===== src/hw/rtl/ffa_pkg.sv =====
// ----------------------------------------------------------------------------
// ffa_pkg
// types, codes and constants shared by the first-fit block allocator
// ----------------------------------------------------------------------------
package ffa_pkg;

  localparam int unsigned FRAME_BYTES     = 4096;
  localparam int unsigned HEADER_BYTES    = 12;
  localparam int unsigned ALIGN_BYTES     = 8;
  localparam int unsigned MAX_ENTRIES_DEF = 1024;
  localparam int unsigned INIT_REQUEST    = 4096;
  localparam int unsigned REQ_LIMIT       = 4194304;
  localparam logic [23:0] HEAP_BASE_RST   = 24'h400000;
  localparam logic [23:0] HEAP_CEIL_RST   = 24'h800000;

  typedef enum logic [1:0] {
    MODE_INIT  = 2'd0,
    MODE_ALLOC = 2'd1,
    MODE_FREE  = 2'd2,
    MODE_NONE  = 2'd3
  } mode_e;

  typedef enum logic [1:0] {
    ST_OK      = 2'd0,
    ST_OOM     = 2'd1,
    ST_BADFREE = 2'd2,
    ST_NULL    = 2'd3
  } status_e;

  typedef enum logic [2:0] {
    CMD_INIT,
    CMD_ALLOC,
    CMD_FREE,
    CMD_OOM,
    CMD_NULL,
    CMD_NOP
  } cmd_e;

  typedef enum logic [2:0] {
    BS_IDLE,
    BS_ALN,
    BS_SCAN,
    BS_CHK,
    BS_FRM,
    BS_CARVE,
    BS_DONE
  } bstate_e;

  localparam logic [1:0] REG_HEAP_BASE = 2'd0;
  localparam logic [1:0] REG_HEAP_CEIL = 2'd1;

  typedef struct packed {
    logic [1:0]  mode;
    logic [22:0] request_size;
    logic [23:0] release_address;
  } in_item_t;

  typedef struct packed {
    logic [1:0]  status;
    logic [23:0] granted_address;
  } out_item_t;

  typedef struct packed {
    cmd_e        cmd;
    logic [22:0] size;
    logic [23:0] addr;
  } cmd_t;

  typedef struct packed {
    logic [23:0] base;
    logic [22:0] usable;
    logic        used;
  } entry_t;

endpackage


===== src/hw/rtl/ffa_front.sv =====
// ----------------------------------------------------------------------------
// ffa_front
// accepts input transactions and classifies them into back-end commands
// ----------------------------------------------------------------------------
module ffa_front (
  input  logic              in_valid_i,
  output logic              in_stall_o,
  input  ffa_pkg::in_item_t in_item_i,
  input  logic              full_i,
  output logic              push_o,
  output ffa_pkg::cmd_t     cmd_o
);
  import ffa_pkg::*;

  assign in_stall_o = full_i;
  assign push_o     = in_valid_i && !full_i;

  always_comb begin
    cmd_o.size = in_item_i.request_size;
    cmd_o.addr = in_item_i.release_address;
    unique case (mode_e'(in_item_i.mode))
      MODE_INIT:  cmd_o.cmd = CMD_INIT;
      MODE_ALLOC: cmd_o.cmd = ({1'b0, in_item_i.request_size} > 24'(REQ_LIMIT))
                              ? CMD_OOM : CMD_ALLOC;
      MODE_FREE:  cmd_o.cmd = (in_item_i.release_address == '0) ? CMD_NULL : CMD_FREE;
      default:    cmd_o.cmd = CMD_NOP;
    endcase
  end

endmodule


===== config.mk =====
export PLATFORM = sky130hd
export DESIGN_NAME = ffa_front
export DESIGN_NICKNAME = d
export VERILOG_FILES = /design/src/hw/rtl/ffa_pkg.sv /design/src/hw/rtl/ffa_front.sv
export SDC_FILE = /design/constraint.sdc
export NUM_CORES = 1
export LEC_CHECK = 0
export BUFFER_PORTS_ARGS = -buffer_cell sky130_fd_sc_hd__buf_2
export CORE_MARGIN = 5
export CORE_UTILIZATION = 26
export DETAILED_ROUTE_END_ITERATION = 12
export PLACE_DENSITY = 0.9
export SLEW_MARGIN = 40
export SYNTH_ARGS = -nofsm -noshare
export SYNTH_HDL_FRONTEND = slang
export SYNTH_SLANG_ARGS = --single-unit

===== constraint.sdc =====
create_clock -name vclk -period 1.2
set_clock_uncertainty 0.15 [all_clocks]
set_input_delay 0 -clock vclk [all_inputs]
set_output_delay 0 -clock vclk [all_outputs]
set_load 0.005 [all_outputs]

==> impl_metrics.yaml <==
run_status:
  status: "complete, but fails checks"
  violations: "negative setup slack"
setup_path:
  cp-end-kind: "output port"
  cp-endpoint: "cmd_o[48]"
  cp_num_buf_inv: 2
  cpPeakStageDelay_ps: 530
  worstPathRequired_ps: 1050
  crit_slowest_cell: "or4_4"
  path_max_fanout: 2
  crit_family: "simple AND/OR/NAND/NOR gates"
  cp-startpoint: "in_item_i[29]"
  path_class: "in2out"
  cp.depth: 5
  cp.arrival_ps: 1060
  cp-start-kind: "input pin"
  path_cells: "buf_6 -> or4_4 -> nor4_4 -> o22ai_1 -> buf_2"
logic_synthesis:
  syn-cell-area_um2: 499
  ys_top_cells_by_area: "buf_4 (72%), nor4_1 (13%), nand4_1 (2.5%)"
  synth.distinct_cells: 13
  synth.net_count: 121
  yosysTopAreaCellShare_pct: 72.2
  synth-seq-area-share_pct: 0
  synth.largest_area_cell: "buf_4"
  avgSynthCellArea_um2: 7.13
  synth_warnings: 0
  synth_cells: 70
floorplanning:
  io_pins: 103
  fp.dieH_um: 53.8
  num_rows: 15
  fp.dieArea_um2: 2900
  start_util_pct: 28.0
  die_w_um: 53.8
  fp.coreArea_um2: 1780
layout:
  drive_above_1_share_pct: 87.1
  final_cell_mix: "buf_2 (102), nor4_1 (7), nor4_2 (3)"
  seqCellArea_um2: 0
  fin_area_um2: 719
  multiInputGateArea_um2: 166
  n_fill_cell: 204
  num-nets-final: 177
  nClkBuffers: 0
  layout_commonest_cell: "buf_2"
  n_antenna_cell: 0
  seq_cells: 0
  area_growth_pct: 44.1
sta:
  fin_crit_ps: 1210
  hold-worst-slack_ps: 17.4
  setup_viol: 1
  fmax_mhz: 830
  timing.final.crit_share_pct: 100
  hold_viol: 0
  maxSlewHeadroom_pct: 80.6
  drv_slew: 0
  worst_pin_slew_ps: 288
  setup_slack_ps: -5.42
  grt_setup_unrepaired: "yes"
run:
  cap_violations: 0
place:
  placed_area_um2: 682
  port_buffers: 103
  globalplace.congestion: 0.600
drt:
  first_pass_iters: 1
  wl_um: 1820
  ant_nets: 0
  post_drt_wl_per_cell_um: 12.2
  drt_iter0_markers: 0
  vias_per_cell: 4.23
  routed-via-count: 630
  drc: 0
global_routing:
  grt_pass1_wl_um: 2320
  grt_pass1_vias: 616
  grt_use_total_pct: 10.3
  grt.overflow.total: 0
  antenna_found_initial: 0
  grt_max_degree: 5
hold_path:
  hp-class: "in2out"
clock_tree:
  ctsHoldBuffers: 0
power_and_ir_drop:
  ir_worst_vdd_mv: 0.151
  finalPower_mw: 0.227
  p_per_area_nw_per_um2: 315
  p_leak_nw: 0.432
-- logic make-up (layout without fill, tap and decap cells) --
family	count (synthesis)	in the layout	synth area share [%]
buffers and inverters	49	103	72.9
AND/OR/NAND/NOR	18	18	23.3
AO/OA/AOI/OAI	3	3	3.76
-- Yosys cell counts, drive strengths merged --
library cell	number
buf	48
clkbuf	1
nand2	1
nand3b	1
nand4	2
nor2	1
nor2b	1
nor4	11
o21a	1
o21ai	1
o22ai	1
or4	1
-- routing by layer --
layer	GRT usage, %	share of wire [%]	vias up	routed length (um)
met5	0	0	-	0
met4	0	0	0	0
met3	0.831	18	0	328
met2	24.4	53	62	968
met1	9.31	29	263	521
li1	-	-	305	-
-- worst min-delay path by stage --
stage	from	end	slack, ps	cells past startpoint
2_1_floorplan	full_i	push_o	-120	1
3_3_place_gp	full_i	in_stall_o	30	2
3_5_place_dp	in_item_i[29]	cmd_o[29]	30	2
4_1_cts	in_item_i[29]	cmd_o[29]	20	2
5_1_grt	in_item_i[29]	cmd_o[29]	30	2
6_report	in_item_i[29]	cmd_o[29]	20	2
-- through the flow --
step	worst slack (ps)	std cells	utilization (%)	TNS (ps)
after CTS	-34.0	149	38.8	-34.0
after global routing	-54.8	149	40.4	-54.8
after detailed placement	-47.5	149	38.2	-47.5
after global placement	-56.5	149	38.2	-56.5
final	-5.42	149	40.4	-5.42
after floorplan	198	70	-	0
-- power breakdown --
group | total (mW) | switching (mW) | leakage [nW] | internal [mW]
sequential | 0 | 0 | 0 | 0
combinational | 0.227 | 0.0963 | 0.432 | 0.130
clock | 0 | 0 | 0 | 0
total | 0.227 | 0.0963 | 0.432 | 0.130
-- what timing repair did --
action	in CTS	in global routing
pin swaps	0	1
setup buffers	0	0
setup endpoints to repair	1	2
resized for setup	2	4
-- cell type report --
type | instances | area share, %
timing repair buffer | 103 | 72.5
tap | 25 | 4.35
multi-input combinational | 21 | 23.1
No activity file was read; power rests on OpenSTA's default activity.
