`config.mk`:
```
export PLATFORM = sky130hd
export DESIGN_NAME = ffa_queue
export DESIGN_NICKNAME = d
export VERILOG_FILES = /design/src/hw/rtl/ffa_pkg.sv /design/src/hw/rtl/ffa_queue.sv
export SDC_FILE = /design/constraint.sdc
export NUM_CORES = 1
export LEC_CHECK = 0
export ABC_AREA = 1
export ABC_CLOCK_PERIOD_IN_PS = 3300
export BUFFER_PORTS_ARGS = -buffer_cell sky130_fd_sc_hd__buf_4
export CORE_MARGIN = 1
export CORE_UTILIZATION = 50
export DETAILED_ROUTE_END_ITERATION = 12
export PLACE_DENSITY = 0.79
export SYNTH_ARGS = -nofsm -noshare
export SYNTH_HDL_FRONTEND = slang
export SYNTH_SLANG_ARGS = --single-unit
```
`constraint.sdc`:
```
create_clock -name clk_i -period 3.3 [get_ports clk_i]
set_input_delay 0.165 -clock clk_i [delete_from_list [all_inputs] [get_ports clk_i]]
set_output_delay 0.165 -clock clk_i [all_outputs]
set_load 0.03 [all_outputs]
```
`src/hw/rtl/ffa_pkg.sv`:
```
// ----------------------------------------------------------------------------
// ffa_pkg
// types, codes and constants shared by the first-fit block allocator
// ----------------------------------------------------------------------------
package ffa_pkg;

  localparam int unsigned FRAME_BYTES     = 4096;
  localparam int unsigned HEADER_BYTES    = 12;
  localparam int unsigned ALIGN_BYTES     = 8;
  localparam int unsigned MAX_ENTRIES_DEF = 1024;
  localparam int unsigned INIT_REQUEST    = 4096;
  localparam int unsigned REQ_LIMIT       = 4194304;
  localparam logic [23:0] HEAP_BASE_RST   = 24'h400000;
  localparam logic [23:0] HEAP_CEIL_RST   = 24'h800000;

  typedef enum logic [1:0] {
    MODE_INIT  = 2'd0,
    MODE_ALLOC = 2'd1,
    MODE_FREE  = 2'd2,
    MODE_NONE  = 2'd3
  } mode_e;

  typedef enum logic [1:0] {
    ST_OK      = 2'd0,
    ST_OOM     = 2'd1,
    ST_BADFREE = 2'd2,
    ST_NULL    = 2'd3
  } status_e;

  typedef enum logic [2:0] {
    CMD_INIT,
    CMD_ALLOC,
    CMD_FREE,
    CMD_OOM,
    CMD_NULL,
    CMD_NOP
  } cmd_e;

  typedef enum logic [2:0] {
    BS_IDLE,
    BS_ALN,
    BS_SCAN,
    BS_CHK,
    BS_FRM,
    BS_CARVE,
    BS_DONE
  } bstate_e;

  localparam logic [1:0] REG_HEAP_BASE = 2'd0;
  localparam logic [1:0] REG_HEAP_CEIL = 2'd1;

  typedef struct packed {
    logic [1:0]  mode;
    logic [22:0] request_size;
    logic [23:0] release_address;
  } in_item_t;

  typedef struct packed {
    logic [1:0]  status;
    logic [23:0] granted_address;
  } out_item_t;

  typedef struct packed {
    cmd_e        cmd;
    logic [22:0] size;
    logic [23:0] addr;
  } cmd_t;

  typedef struct packed {
    logic [23:0] base;
    logic [22:0] usable;
    logic        used;
  } entry_t;

endpackage

```
`src/hw/rtl/ffa_queue.sv`:
```
// ----------------------------------------------------------------------------
// ffa_queue
// two-entry command queue between front and back
// ----------------------------------------------------------------------------
module ffa_queue (
  input  logic          clk_i,
  input  logic          rst_ni,
  input  logic          push_i,
  input  ffa_pkg::cmd_t push_data_i,
  output logic          full_o,
  input  logic          pop_i,
  output logic          nonempty_o,
  output ffa_pkg::cmd_t pop_data_o
);
  import ffa_pkg::*;

  cmd_t       mem_q [2];
  logic       wptr_q, rptr_q;
  logic [1:0] cnt_q;

  assign full_o     = (cnt_q == 2'd2);
  assign nonempty_o = (cnt_q != 2'd0);
  assign pop_data_o = mem_q[rptr_q];

  always_ff @(posedge clk_i or negedge rst_ni) begin
    if (!rst_ni) begin
      wptr_q <= 1'b0;
      rptr_q <= 1'b0;
      cnt_q  <= 2'd0;
    end else begin
      if (push_i) begin
        wptr_q <= ~wptr_q;
      end
      if (pop_i) begin
        rptr_q <= ~rptr_q;
      end
      if (push_i && !pop_i) begin
        cnt_q <= cnt_q + 2'd1;
      end else if (!push_i && pop_i) begin
        cnt_q <= cnt_q - 2'd1;
      end
    end
  end

  always_ff @(posedge clk_i) begin
    if (push_i) begin
      mem_q[wptr_q] <= push_data_i;
    end
  end

endmodule

```
==> results.txt <==
* Mapped Area: 4070 um^2
- The share of synthesized area in the top cell type comes to 0.738.
- Syn avg cell area: 22.5 um^2
- The first global-routing pass estimated 10,900 um of wire.
- Setup tns final: 0 ps
* Final-layout fill cell count: 484
- Clock skew on the completed layout was measured at 7.62 ps.
- Area of the die: 8500 um^2
* I/O pin cnt: around 110
* Number of synthesized flops with an enable pin: 100
* Highest net fanout along the worst path: a little over 50
* Detailed placer's ending HPWL: 4060 um
- Post-route met1 wirelength: 2880 um
- Initial antenna violation count: 0
- The biggest area contributor in the post-synthesis netlist is edfxtp_1.
- Number of buffers inserted by port buffering: 105
- Least-Margin Pin Slew: slightly above 1000 ps
- Number of instances in the synthesized netlist: 181
* 1st-pass router iterations: 4
* Num CTS Buffers: 9
- Wire length after detailed routing: 6990 um
- In the global route stage, overall resource usage came out at 0.173.
* Routability congestion estimate from global placement: roughly 0.66
- Endpoint class of the critical path: output pin
- Antenna diodes: 0
- Share of post-route cells with drive strength above 1: 0.501
- The run finished with clean final reports.
- Number of remaining DRC errors: 0
- Reported leakage power: 2.29 nW
* Share of synthesized area occupied by flip-flops and latches: 0.763
* Highest achievable clock rate: between 400 and 500 MHz
- Power density normalized to cell area: 810 nW/um^2
* FF-to-FF path depth: 2
* Height of the die: 92.2 um
- Cell area after placement: 4900 um^2
* Final period demand of the worst path: 2200 ps
* Synthesis-stage register bit count: 104
* Critical path type: reg -> out
- Data on the critical path is required at its endpoint by 3130 ps.
- The number of different library cells used by synthesis comes to 14.
- During synthesis, Yosys emitted a total of 0 warnings.
* Hold crit path type: in -> async
- In the final design database the tool counted roughly 400 nets.
- The commonest cells after synthesis are edfxtp_1, mux2_4, inv_1.
* Clock-pin slew on the worst setup and hold paths: 100 ps
* Setup Viol. Count Final: 0
* Vias in the first global route: 2,281
- The worst-case IR drop observed on VDD is 0.000620 V.
- On the critical path, the stage with the largest delay is an instance of dfrtp_4.
- Data arrival time of the critical path: between 2000 and 2500 ps
* Max-cap violations: 0
* Routed met2 length: 3700 um
- Summed over all layers, the global routing overflow is 0.
- Dominant cells by area after synthesis: edfxtp_1, mux2_4, buf_12
- Number of max-slew violations in the final report: 0
- Peak per-stage delay on the critical path: roughly 1100 ps
- Effective utilization at floorplan: 0.521
- The longest clock path from root to sink contains 2 buffers.
- The count of final hold-check violations is 0.
- Clock sink total: between 100 and 150
- The count of nets left with antenna violations once routing finished came out at 0.
- Highest layer used for signal routing: met4
- Cell area after layout: 5620 um^2
* Worst rel slew slack: 0.306
- The worst register-to-register path has a setup slack of 1610 ps.
- In the detailed route, the total length drawn on met3 is 353 um.
- Maximum number of pins on one net before global-route repair: 52
* Die Wd: slightly above 90 um
- CTS H-Tree Depth: 3
* Top FF cell, synth: edfxtp_1
- Clock latency on the worst-skew pair, taken at its later pin, is roughly 350 ps.
- Proportion of synthesized flip-flops having asynchronous set or reset: 0.0385
* Vias per cell: 4.72
- Initial detailed-routing violation count: 62
* Layout area overhead: 38.1%
- TritonCTS built the clock tree.
- Post-CTS Repair Setup Buffers: 0
- Setup repair after global routing left no endpoint under its margin.
* Synth Net Count: between 200 and 250
* Worst path cell trace: mux2_2 -> buf_4
- Total power for the finished layout comes to 4.55 mW.
* Detailed-route via count: 2,138
* Most instantiated library cell after synthesis: edfxtp_1
- Per-cell routed wire length: between 15 and 20 um
* Share of the clock period used by the worst path: 0.666
- The root buffer cell chosen for the clock tree is clkbuf_8.
- Critical path launch point type: flop
- Cell Rows: 32
- Total core area: 7810 um^2
[kinds of logic (layout without fill, tap and decap cells)]
family	count (synthesis)	count (layout)	share of synthesized area
DFF	104	104	0.763
and+or+nand+nor	10	10	0.0102
adders and majority gates	1	1	0.00308
xor gates and xnor gates	3	3	0.00646
muxes	50	50	0.184
buffers and inverters	13	183	0.0338
[critical path: cells and delay by family (launching register included)]
family / cells / cell delay [ps]
buffers and inverters: 1 / 170
muxes: 1 / 420
DFF: 1 / 1070
[placed cells by master, fill, tap and decap left out, types with 2 or more instances in the layout]
cell type      instances
clkinvlp_4             2
mux2_4                49
dlygate4sd3_1         53
inv_8                  2
inv_1                  6
edfxtp_1             100
buf_4                107
clkbuf_8               9
dfrtp_1                3
xor2_1                 2
nand2_1                6
clkinv_4               2
[repair_timing]
item | in CTS | in global routing
hold endpoints to repair | 106 | 0
resized for setup | 0 | 0
hold buffers | 53 | 0
[stage by stage]
stage / cells / utilization / hold slack, ps / setup slack (ps)
6_report: 453 / 0.719 / 135 / 1100
5_1_grt: 453 / 0.719 / 116 / 995
4_1_cts: 453 / 0.719 / 115 / 1060
3_5_place_dp: 384 / 0.627 / -36.0 / 1470
3_3_place_gp: 384 / 0.627 / -35.6 / 1480
2_1_floorplan: 181 / - / -131 / 333
[worst paths after layout]
| path | startpoint | to |
|---|---|---|
| max | rptr_q | pop_data_o[42] |
| min | rst_ni | wptr_q |
| max reg2reg | wptr_q | mem_q[1][20] |
| min reg2reg | cnt_q[1] | cnt_q[1] |
| max in group asynchronous | rst_ni | rptr_q |
| min in group clk_i | cnt_q[1] | cnt_q[1] |
[registers in the layout (all words and copies together), names as in the netlist]
register / cells
mem_q: 100
cnt_q: 2
rptr_q: 1
wptr_q: 1
[metal layers]
layer | up-vias | track usage
li1 | 1022 | -
met1 | 1042 | 0.199
met2 | 68 | 0.317
met3 | 6 | 0.0481
met4 | 0 | 0.0430
met5 | - | 0
[cell type report]
cell class / count / area, um^2 / area share
Clock buffer: 9 / 124 / 0.0221
Clock inverter: 7 / 63.8 / 0.0114
Inverter: 7 / 26.3 / 0.00468
Multi-Input combinational cell: 64 / 835 / 0.149
Sequential cell: 104 / 3110 / 0.553
Tap cell: 102 / 128 / 0.0227
Timing Repair Buffer: 160 / 1330 / 0.237
[power breakdown]
group          total [mW]  leakage [nW]  switching [mW]  internal (mW)
clock               0.740        0.0899           0.450          0.290
sequential           2.00         0.985           0.241           1.76
combinational        1.81          1.22           0.924          0.890
(Power assumes the default switching activity.)
